===== config.mk =====
export PLATFORM = sky130hd
export DESIGN_NAME = lcd_serial_command_data_writer_top_flat
export DESIGN_NICKNAME = d
export VERILOG_FILES = /design/src/lcdw_pkg.sv /design/src/lcdw_if.sv /design/src/lcd_serial_command_data_writer_top.sv /design/src/lcdw_decode.sv /design/src/lcdw_serial.sv /design/src/flat_wrapper.sv
export VERILOG_INCLUDE_DIRS = /design/src /design/src/src
export SDC_FILE = /design/constraint.sdc
export NUM_CORES = 1
export LEC_CHECK = 0
export BUFFER_PORTS_ARGS = -buffer_cell sky130_fd_sc_hd__buf_4
export CORE_AREA = 3 3 97 99
export DETAILED_ROUTE_END_ITERATION = 16
export DIE_AREA = 0 0 100 102
export GPL_ROUTABILITY_DRIVEN = 1
export HOLD_SLACK_MARGIN = 0.03
export SLEW_MARGIN = 0
export SYNTH_ARGS = -nofsm -noshare
export SYNTH_HDL_FRONTEND = slang
export SYNTH_SLANG_ARGS = --single-unit

===== constraint.sdc =====
create_clock -name clk_i -period 8.9 [get_ports clk_i]
set_input_delay 2.225 -clock clk_i [delete_from_list [all_inputs] [get_ports clk_i]]
set_output_delay 2.225 -clock clk_i [all_outputs]
set_load 0.005 [all_outputs]

===== src/lcd_serial_command_data_writer_top_assert.svh =====
// ----------------------------------------------------------------------------
// LCD serial writer assertion macros
// Shared concurrent assertion forms, clocked on clk_i, quiet in reset.
// ----------------------------------------------------------------------------
`ifndef LCD_SERIAL_COMMAND_DATA_WRITER_TOP_ASSERT_SVH
`define LCD_SERIAL_COMMAND_DATA_WRITER_TOP_ASSERT_SVH

// Same-cycle implication
`define LCDW_ASSERT_SAME(lbl, ante, cons, msg) \
  lbl: assert property (@(posedge clk_i) disable iff (!rst_ni) (ante) |-> (cons)) \
    else $error(msg);

// Next-cycle implication
`define LCDW_ASSERT_NEXT(lbl, ante, cons, msg) \
  lbl: assert property (@(posedge clk_i) disable iff (!rst_ni) (ante) |=> (cons)) \
    else $error(msg);

`endif


===== src/lcdw_pkg.sv =====
// ----------------------------------------------------------------------------
// LCD serial writer package
// Request codes, register indexes, reset values and the decoded command type.
// ----------------------------------------------------------------------------
package lcdw_pkg;

  // Request codes carried in the action field
  typedef enum logic [2:0] {
    ActData     = 3'd0,
    ActCmd      = 3'd1,
    ActPage     = 3'd2,
    ActColumn   = 3'd3,
    ActContrast = 3'd4
  } action_e;

  // Configuration register indexes
  localparam int unsigned CfgIdxW = 1;
  localparam logic [CfgIdxW-1:0] CfgPanelWidth   = 1'd0;
  localparam logic [CfgIdxW-1:0] CfgColumnOffset = 1'd1;

  localparam logic [7:0] PanelWidthRst   = 8'd96;
  localparam logic [7:0] ColumnOffsetRst = 8'd18;

  // Controller command bytes
  localparam logic [7:0] CmdPageBase   = 8'hB0;
  localparam logic [7:0] CmdColHiBase  = 8'h10;
  localparam logic [7:0] CmdContrast   = 8'h81;
  localparam logic [7:0] NibbleMask    = 8'h0F;
  localparam logic [7:0] ContrastMask  = 8'h3F;

  // Pin states per byte: 16 bit states plus the closing state
  localparam int unsigned StepW = 5;
  localparam logic [StepW-1:0] StepClose = 5'd16;

  // One decoded request: one or two bytes to shift out
  typedef struct packed {
    logic [7:0] byte0;
    logic [7:0] byte1;
    logic       two_bytes;
    logic       data_mode;
  } cmd_t;

endpackage


===== src/lcdw_if.sv =====
// ----------------------------------------------------------------------------
// LCD serial writer channels
// Request, pin-state and configuration handshake interfaces.
// ----------------------------------------------------------------------------

// Request channel
interface lcdw_req_if;
  logic       valid;
  logic       ready;
  logic [2:0] action;
  logic [7:0] value;
  modport source (output valid, output action, output value, input ready);
  modport sink   (input valid, input action, input value, output ready);
endinterface

// Pin-state result channel
interface lcdw_pin_if;
  logic valid;
  logic ready;
  logic serial_data;
  logic serial_clock;
  logic data_mode;
  logic chip_deselect;
  logic reset_line;
  logic last;
  modport source (output valid, output serial_data, output serial_clock,
                  output data_mode, output chip_deselect, output reset_line,
                  output last, input ready);
  modport sink   (input valid, input serial_data, input serial_clock,
                  input data_mode, input chip_deselect, input reset_line,
                  input last, output ready);
endinterface

// Configuration write channel
interface lcdw_cfg_if;
  logic                         valid;
  logic                         ready;
  logic [lcdw_pkg::CfgIdxW-1:0] index;
  logic [7:0]                   data;
  modport source (output valid, output index, output data, input ready);
  modport sink   (input valid, input index, input data, output ready);
endinterface


===== src/lcd_serial_command_data_writer_top.sv =====
// ----------------------------------------------------------------------------
// LCD serial command/data writer
// Turns display requests into serial pin states for a page-addressed LCD.
// ----------------------------------------------------------------------------
// Port    Dir  Beat contents
// cfg_i   in   index (0 panel width, 1 column offset), data
// req_i   in   action, value
// pin_o   out  serial_data, serial_clock, data_mode, chip_deselect,
//              reset_line, last
//
// A request yields 0, 17 or 34 pin-state beats, one per cycle at full speed.
// Unstalled, the shifter emits one pin state per cycle; a decoded request
// waits in a command register, so back-to-back requests stream with no gap.
// A stall on pin_o holds the current state; req_i backs up after one request.
// Reset clears the column counter and loads width 96, offset 18.
// ----------------------------------------------------------------------------
module lcd_serial_command_data_writer_top (
  input  logic        clk_i,
  input  logic        rst_ni,
  lcdw_cfg_if.sink    cfg_i,
  lcdw_req_if.sink    req_i,
  lcdw_pin_if.source  pin_o
);

  lcdw_pkg::cmd_t cmd;
  logic           cmd_valid;
  logic           take;

  lcdw_decode u_decode (
    .clk_i       (clk_i),
    .rst_ni      (rst_ni),
    .req_i       (req_i),
    .cfg_i       (cfg_i),
    .take_i      (take),
    .cmd_o       (cmd),
    .cmd_valid_o (cmd_valid)
  );

  lcdw_serial u_serial (
    .clk_i       (clk_i),
    .rst_ni      (rst_ni),
    .cmd_i       (cmd),
    .cmd_valid_i (cmd_valid),
    .take_o      (take),
    .pin_o       (pin_o)
  );

endmodule


===== src/lcdw_decode.sv =====
// ----------------------------------------------------------------------------
// LCD serial writer request decoder
// Holds configuration and column state; turns a request into a command register.
// ----------------------------------------------------------------------------
module lcdw_decode (
  input  logic              clk_i,
  input  logic              rst_ni,
  lcdw_req_if.sink          req_i,
  lcdw_cfg_if.sink          cfg_i,
  input  logic              take_i,
  output lcdw_pkg::cmd_t    cmd_o,
  output logic              cmd_valid_o
);

  logic [7:0]     panel_width_q, column_offset_q;
  logic [7:0]     col_q, col_d;
  logic           pend_q, pend_d;
  lcdw_pkg::cmd_t cmd_q, cmd_d;
  logic           has_out;
  logic           accept;
  logic [7:0]     col_sum;

  assign cfg_i.ready = 1'b1;
  assign req_i.ready = !pend_q || take_i;
  assign accept      = req_i.valid && req_i.ready;
  assign col_sum     = req_i.value + column_offset_q;

  // Request decode
  always_comb begin
    has_out = 1'b0;
    col_d   = col_q;
    cmd_d   = '0;
    unique case (lcdw_pkg::action_e'(req_i.action))
      lcdw_pkg::ActData: begin
        if (col_q < panel_width_q) begin
          has_out         = 1'b1;
          cmd_d.byte0     = req_i.value;
          cmd_d.data_mode = 1'b1;
          col_d           = col_q + 8'd1;
        end
      end
      lcdw_pkg::ActCmd: begin
        has_out     = 1'b1;
        cmd_d.byte0 = req_i.value;
      end
      lcdw_pkg::ActPage: begin
        has_out     = 1'b1;
        cmd_d.byte0 = lcdw_pkg::CmdPageBase | (req_i.value & lcdw_pkg::NibbleMask);
      end
      lcdw_pkg::ActColumn: begin
        has_out         = 1'b1;
        col_d           = req_i.value;
        cmd_d.byte0     = lcdw_pkg::CmdColHiBase | {4'd0, col_sum[7:4]};
        cmd_d.byte1     = col_sum & lcdw_pkg::NibbleMask;
        cmd_d.two_bytes = 1'b1;
      end
      lcdw_pkg::ActContrast: begin
        has_out         = 1'b1;
        cmd_d.byte0     = lcdw_pkg::CmdContrast;
        cmd_d.byte1     = req_i.value & lcdw_pkg::ContrastMask;
        cmd_d.two_bytes = 1'b1;
      end
      default: begin
        has_out = 1'b0;
      end
    endcase
  end

  // Pending command occupancy
  always_comb begin
    pend_d = pend_q && !take_i;
    if (accept) begin
      pend_d = has_out;
    end
  end

  // Control state and configuration
  always_ff @(posedge clk_i or negedge rst_ni) begin
    if (!rst_ni) begin
      panel_width_q   <= lcdw_pkg::PanelWidthRst;
      column_offset_q <= lcdw_pkg::ColumnOffsetRst;
      col_q           <= 8'd0;
      pend_q          <= 1'b0;
    end else begin
      pend_q <= pend_d;
      if (accept) begin
        col_q <= col_d;
      end
      if (cfg_i.valid && cfg_i.ready) begin
        unique case (cfg_i.index)
          lcdw_pkg::CfgPanelWidth:   panel_width_q   <= cfg_i.data;
          lcdw_pkg::CfgColumnOffset: column_offset_q <= cfg_i.data;
          default: ;
        endcase
      end
    end
  end

  // Command payload
  always_ff @(posedge clk_i) begin
    if (accept && has_out) begin
      cmd_q <= cmd_d;
    end
  end

  assign cmd_o       = cmd_q;
  assign cmd_valid_o = pend_q;

endmodule


===== src/lcdw_serial.sv =====
// ----------------------------------------------------------------------------
// LCD serial writer shifter
// Walks one command through 17 pin states per byte, MSB first.
// ----------------------------------------------------------------------------
`include "lcd_serial_command_data_writer_top_assert.svh"

module lcdw_serial (
  input  logic           clk_i,
  input  logic           rst_ni,
  input  lcdw_pkg::cmd_t cmd_i,
  input  logic           cmd_valid_i,
  output logic           take_o,
  lcdw_pin_if.source     pin_o
);

  lcdw_pkg::cmd_t                cmd_q;
  logic                          active_q, active_d;
  logic                          second_q, second_d;
  logic [lcdw_pkg::StepW-1:0]    step_q, step_d;
  logic [7:0]                    cur_byte;
  logic [2:0]                    bit_sel;
  logic                          is_close, is_last, fire, load;

  assign cur_byte = second_q ? cmd_q.byte1 : cmd_q.byte0;
  assign bit_sel  = ~step_q[3:1];
  assign is_close = (step_q == lcdw_pkg::StepClose);
  assign is_last  = is_close && (!cmd_q.two_bytes || second_q);
  assign fire     = pin_o.valid && pin_o.ready;
  assign take_o   = !active_q || (fire && is_last);
  assign load     = take_o && cmd_valid_i;

  // Step sequencing
  always_comb begin
    active_d = active_q;
    second_d = second_q;
    step_d   = step_q;
    if (fire) begin
      if (is_close) begin
        if (is_last) begin
          active_d = 1'b0;
        end else begin
          second_d = 1'b1;
          step_d   = '0;
        end
      end else begin
        step_d = step_q + 1'b1;
      end
    end
    if (load) begin
      active_d = 1'b1;
      second_d = 1'b0;
      step_d   = '0;
    end
  end

  always_ff @(posedge clk_i or negedge rst_ni) begin
    if (!rst_ni) begin
      active_q <= 1'b0;
      second_q <= 1'b0;
      step_q   <= '0;
    end else begin
      active_q <= active_d;
      second_q <= second_d;
      step_q   <= step_d;
    end
  end

  always_ff @(posedge clk_i) begin
    if (load) begin
      cmd_q <= cmd_i;
    end
  end

  // Pin levels for the current state
  assign pin_o.valid         = active_q;
  assign pin_o.serial_data   = !is_close && cur_byte[bit_sel];
  assign pin_o.serial_clock  = !is_close && step_q[0];
  assign pin_o.data_mode     = cmd_q.data_mode;
  assign pin_o.chip_deselect = is_close;
  assign pin_o.reset_line    = 1'b1;
  assign pin_o.last          = is_last;

  `LCDW_ASSERT_SAME(a_step_range, active_q, step_q <= lcdw_pkg::StepClose,
                    "step counter past closing state")
  `LCDW_ASSERT_SAME(a_second_two, active_q && second_q, cmd_q.two_bytes,
                    "second byte on a single-byte command")
  `LCDW_ASSERT_SAME(a_data_single, active_q && cmd_q.data_mode, !cmd_q.two_bytes,
                    "display data command with two bytes")
  `LCDW_ASSERT_NEXT(a_stall_hold, active_q && !pin_o.ready,
                    active_q && $stable(step_q) && $stable(second_q),
                    "pin state moved while stalled")

endmodule

===== src/flat_wrapper.sv =====
// flat-port wrapper written by rule: the top's interface ports become plain ports
module lcd_serial_command_data_writer_top_flat 
  (clk_i, rst_ni, cfg_i_valid, cfg_i_index, cfg_i_data, cfg_i_ready, req_i_valid, req_i_action, req_i_value, req_i_ready, pin_o_valid, pin_o_serial_data, pin_o_serial_clock, pin_o_data_mode, pin_o_chip_deselect, pin_o_reset_line, pin_o_last, pin_o_ready);
  lcdw_cfg_if cfg_i_i ();
  lcdw_req_if req_i_i ();
  lcdw_pin_if pin_o_i ();
  input  logic clk_i;
  input  logic rst_ni;
  input wire logic [$bits(cfg_i_i.valid)-1:0] cfg_i_valid;
  input wire logic [$bits(cfg_i_i.index)-1:0] cfg_i_index;
  input wire logic [$bits(cfg_i_i.data)-1:0] cfg_i_data;
  output wire logic [$bits(cfg_i_i.ready)-1:0] cfg_i_ready;
  input wire logic [$bits(req_i_i.valid)-1:0] req_i_valid;
  input wire logic [$bits(req_i_i.action)-1:0] req_i_action;
  input wire logic [$bits(req_i_i.value)-1:0] req_i_value;
  output wire logic [$bits(req_i_i.ready)-1:0] req_i_ready;
  output wire logic [$bits(pin_o_i.valid)-1:0] pin_o_valid;
  output wire logic [$bits(pin_o_i.serial_data)-1:0] pin_o_serial_data;
  output wire logic [$bits(pin_o_i.serial_clock)-1:0] pin_o_serial_clock;
  output wire logic [$bits(pin_o_i.data_mode)-1:0] pin_o_data_mode;
  output wire logic [$bits(pin_o_i.chip_deselect)-1:0] pin_o_chip_deselect;
  output wire logic [$bits(pin_o_i.reset_line)-1:0] pin_o_reset_line;
  output wire logic [$bits(pin_o_i.last)-1:0] pin_o_last;
  input wire logic [$bits(pin_o_i.ready)-1:0] pin_o_ready;
  assign cfg_i_i.valid = cfg_i_valid;
  assign cfg_i_i.index = cfg_i_index;
  assign cfg_i_i.data = cfg_i_data;
  assign cfg_i_ready = cfg_i_i.ready;
  assign req_i_i.valid = req_i_valid;
  assign req_i_i.action = req_i_action;
  assign req_i_i.value = req_i_value;
  assign req_i_ready = req_i_i.ready;
  assign pin_o_valid = pin_o_i.valid;
  assign pin_o_serial_data = pin_o_i.serial_data;
  assign pin_o_serial_clock = pin_o_i.serial_clock;
  assign pin_o_data_mode = pin_o_i.data_mode;
  assign pin_o_chip_deselect = pin_o_i.chip_deselect;
  assign pin_o_reset_line = pin_o_i.reset_line;
  assign pin_o_last = pin_o_i.last;
  assign pin_o_i.ready = pin_o_ready;
  lcd_serial_command_data_writer_top u_core (.clk_i(clk_i), .rst_ni(rst_ni), .cfg_i(cfg_i_i), .req_i(req_i_i), .pin_o(pin_o_i));
endmodule

* After elaboration in Yosys (flattened, before gate mapping)
Index checks and enable logic that the tools add are counted.
Storage, ports and cells: register bits 68, input port bits 25, output and inout port bits 9
Cells by class: add/subtract/negate cells 3, $lt $le $gt $ge 2, equal/unequal tests 8, muxes and demuxes 23, bitwise gates (word level) 2, reductions and logical operators 29
Operators with widths (number):
- one-hot mux 8 bit (5 select lines) | 1
- two-way mux 8 bit | 3
- two-way mux 5 bit | 4
- one-hot mux 8 bit (2 select lines) | 1
- one-hot mux 7 bit (2 select lines) | 1
- two-way mux 1 bit | 11
- logical AND 1 bit | 9
- AND reduction 3 bit | 3
- adder 8 x 1 -> 8 bit (second input constant) | 1
- adder 8 bit | 1
- less-than comparator 8 bit | 1
- nonzero test 2 bit | 4
- == test 3 x 2 -> 1 bit (second input constant) | 2
- AND reduction 2 bit | 3
- adder 5 x 1 -> 5 bit (second input constant) | 1
- == test 5 bit (second input constant) | 1
- logical NOT 1 bit | 5
- less-than comparator 3 x 4 -> 1 bit (second input constant) | 1
- OR reduction 4 bit | 1
- binary-select mux 1 bit (select 3 bit) | 1
- == test 3 x 1 -> 1 bit (second input constant) | 1
- == test 3 bit (second input constant) | 1
- logical NOT 3 bit | 1
- logical OR 1 bit | 3
- 6 further kinds | 6

* Depth between registers and ports, before layout
depth in word-level cells 8, mapped depth 9, depth with buffers taken out 8

* Hierarchy
From an unflattened synthesis, not the netlist that was laid out.
Unflattened totals: cells, all modules 314, area total of the unflattened synthesis 3497.1 um2
Modules (own cells, without submodules):
- lcdw_decode | instances 1, cells each 238, area each 2351.0 um2, seq. area each 1111.1 um2
- lcdw_serial | instances 1, cells each 76, area each 1146.1 um2, seq. area each 715.7 um2

* Worst setup path before layout
No wires, ideal clock.
path kind input-to-output, start input pin_o_ready, end output req_i_ready, data arrival time 2425 ps, required time 6675 ps, setup slack 4250 ps, stages 2, cell sequence nand3_1 -> nand3_1
On the way: cells in the longest elaborated chain, start to end 4
Ends and longest elaborated chain:
- from (decl) | line flat_wrapper.sv:24 | input wire logic [$bits(pin_o_i.ready)-1:0] pin_o_ready;
- logical AND 1 bit | line lcdw_serial.sv:28 | assign fire = pin_o.valid && pin_o.ready;
- logical AND 1 bit | line lcdw_serial.sv:29 | assign take_o = !active_q || (fire && is_last);
- logical OR 1 bit | line lcdw_serial.sv:29
- logical OR 1 bit | line lcdw_decode.sv:24 | assign req_i.ready = !pend_q || take_i;
- to (decl) | line flat_wrapper.sv:16 | output wire logic [$bits(req_i_i.ready)-1:0] req_i_ready;
No other way between the ends.

* Worst setup path in the final report
Ends and elaborated chain as after synthesis.

==> metrics.md <==
| Metric | Value |
|---|---|
| Status | finished, final reports clean |
| CTS tree | built |
| Post-synth ARST share | about 50% |
| Hold Path End | u_core.u_serial.cmd_q[6] |
| Chip width | 100 um |
| Max IR drop VDD | approximately 100 uV |
| Final hold vios | 0 |
| Syn Inst Count | between 300 and 400 |
| Final Cycle Share | around 56% |
| Yosys warning count | 0 |
| Final hold slack | between 0.4 and 0.5 ns |
| Multi-input gate area | 0.00153 mm2 |
| Layout Utilization | a little under half |
| Slew Limit Fails | 0 |
| Reg2reg start | u_core.u_decode.col_q[2] |
| DRC errors left | 0 |
| Register Area | ~0.0018 mm2 |
| CTS root buf | clkbuf_8 |
| Clock Latency Late Sink | between 0.3 and 0.4 ns |
| Fillcell total | 806 |
| Most common cell after layout, fill and taps aside | edfxtp_1 |
| Clock transition at path regs | roughly 0.08 ns |
| Slew @ Worst Pin | between 1 and 1.5 ns |
| Chip height | about 100 um |
| Worst r2r dst | u_core.u_decode.cmd_o[4] |
| Main synth FF type | edfxtp_1 |
| Fmax achieved | a little over 200 MHz |
| Avg Cell Area, Syn | roughly 11 um2 |
| Port bufs | 31 |
| Pwr/cell area | between 200 and 250 mW/mm2 |
| Router iterations before antenna repair | 4 |
| Grt ovf | 0 |
| Hold depth | 0 |
| Largest net degree at the start of global routing | 33 |
| Die area | about 0.01 mm2 |
| Dpl hpwl | 5240 um |
| Via count | ~2400 |
| Layout Skew | about 0.009 ns |
| Final setup TNS | 0 ns |
| EDFF count, synth | 32 |
| Drt via density | roughly 5.3 |
| Crit end category | output port |
| Fraction of layout instances using a drive strength above 1 | 23.2% |
| DRT iter0 DRCs | 84 |
| Slew headroom | between 20% and 30% |
| Post-synth top area share | between 20% and 30% |
| WL final | around 6900 um |
| Leakage | around 0.0016 uW |
| Inserted Diodes | 0 |
| Top cells by area, synth | edfxtp_1 28%, dfrtp_1 21%, ha_1 6.2% |
| Min-delay src | u_core.u_decode.cmd_o[6] |
| Antenna viol nets, final | 0 |
| Reg2reg path depth | 7 |
| Setup slack, reg-to-reg | 5.88 ns |
| Crit start category | primary input |
| Std-Cell Rows | 34 |
| CP max FO | 5 |
| Cell taking the most area after synthesis | edfxtp_1 |
| Post-CTS setup buffers | 0 |
| Post-CTS sizing | 0 |
| Commonest cells after routing, fill and taps aside | 32 x edfxtp_1, 31 x buf_4, 28 x nand2_1, 28 x dfrtp_1, 22 x nor2_1 |
| RSZ-0062 raised after global routing | no |
| Area Growth Syn to Fin | 15.8% |
| Worst Path Required | about 6.7 ns |
| Clock Path Buffers | 2 |
| Synth unique cells | approximately 60 |
| Tightest Hold Check Type | register to register |
| Initial Utilization | 39.5% |
| Cts bufs inserted | 9 |
| All-Layer GR Usage | about 15% |
| Register bit total from synthesis | 64 |
| Post-placement cell count | ~430 |
| Core area | 0.00864 mm2 |
| H-Tree Depth | 3 |
| Non-Filler Instances | approximately 450 |
| CTS sink count | 64 |
| Cell Area, Synth | 0.00341 mm2 |
| Max-cap violations | 0 |
| Seq/Total Area, Yosys | 51.8% |
| Vias in the first global route | about 2300 |
| Routability cong. | approximately 0.8 |
| Final net count | approximately 380 |
| # IOs | 34 |
| WP data arrival | ~2.7 ns |
| Setup Crit Path Kind | primary input to output port |
| Post-layout min period | 4.95 ns |
| Routed WL per cell | approximately 15 um |
| Final setup violation count | 0 |
| Initial antenna violation count | 0 |
| First-pass GRT wire length | 11400 um |
| Hold-fix buffers, CTS | 0 |
==> flip-flops by register name, indices dropped and copies added, names as in the netlist <==
name and count:
u_core.u_decode.cmd_o 16, u_core.u_serial.cmd_q 15, u_core.u_decode.col_q 8, u_core.u_decode.column_offset_q 8
u_core.u_decode.panel_width_q 8, u_core.u_serial.step_q 5, u_core.u_decode.cmd_valid_o 1, u_core.u_serial.pin_o.data_mode 1
u_core.u_serial.pin_o.valid 1, u_core.u_serial.second_q 1
==> layer usage <==
metal  global-route usage [%]  vias up  part of all wire, %  routed length [um]
li1                         -     1185                    -                   -
met3                     4.91        6                  4.2                 291
met1                     17.6     1144                   44                3020
met4                     3.94        0                 0.88                  60
met5                        0        -                    0                   0
met2                     25.2       46                   51                3480
==> where the power goes <==
group,switching (uW),total (uW),internal (uW),leakage [uW]
combinational,108,216,108,0.000813
sequential,45.4,398,353,0.000673
clock,118,273,155,0.000109
total,271,888,616,0.00160
==> critical path: stages <==
cell and delay (ns):
buf_4 0.13, nand3_1 0.10, nand3_1 0.12, buf_4 0.16
==> metrics by stage <==
stage	setup WS [ns]	total power [uW]	area, um2
finish	3.95	888	3950
global route	3.90	948	3950
CTS	3.94	901	3950
detailed placement	3.94	624	3730
global placement	3.97	617	3730
floorplan	4.25	559	3410
==> kinds of logic (layout without fill, tap and decap cells) <==
logic type,after synthesis,after routing,synth area share (%)
xor gates and xnor gates,7,7,1.80
buffers and inverters,25,62,3.56
AOI/OAI and AO/OA,71,71,14.9
DFF,64,64,51.8
other,1,2,0.110
muxes,17,17,6.46
and+or+nand+nor,100,100,14.6
adders and majority gates,18,18,6.83
==> area by class of cell <==
class                   count  area share, %
well taps                 108           3.42
multi-input cells         215           38.8
flip-flops and latches     64           44.8
clock inverters             5           1.49
repair buffers             31           5.90
inverters                  15           1.55
clock buffers              11           4.12
==> worst max-delay path by stage <==
stage                       end  slack (ns)   startpoint
floorplan           req_i_ready        4.25  pin_o_ready
global placement    req_i_ready        3.97  pin_o_ready
detailed placement  req_i_ready        3.94  pin_o_ready
CTS                 req_i_ready        3.94  pin_o_ready
global route        req_i_ready        3.90  pin_o_ready
finish              req_i_ready        3.95  pin_o_ready
==> cell usage after synthesis, types with 5 or more instances <==
cell	n
dfrtp_1	28
mux2_2	10
o21ai_0	19
nand3_1	7
edfxtp_1	32
ha_1	17
a211oi_1	10
nor2_1	22
and3_1	5
nor3_1	9
inv_1	13
nor2b_1	6
a21oi_1	11
nand2_1	28
Note: power is estimated with default switching activity, not from simulation.
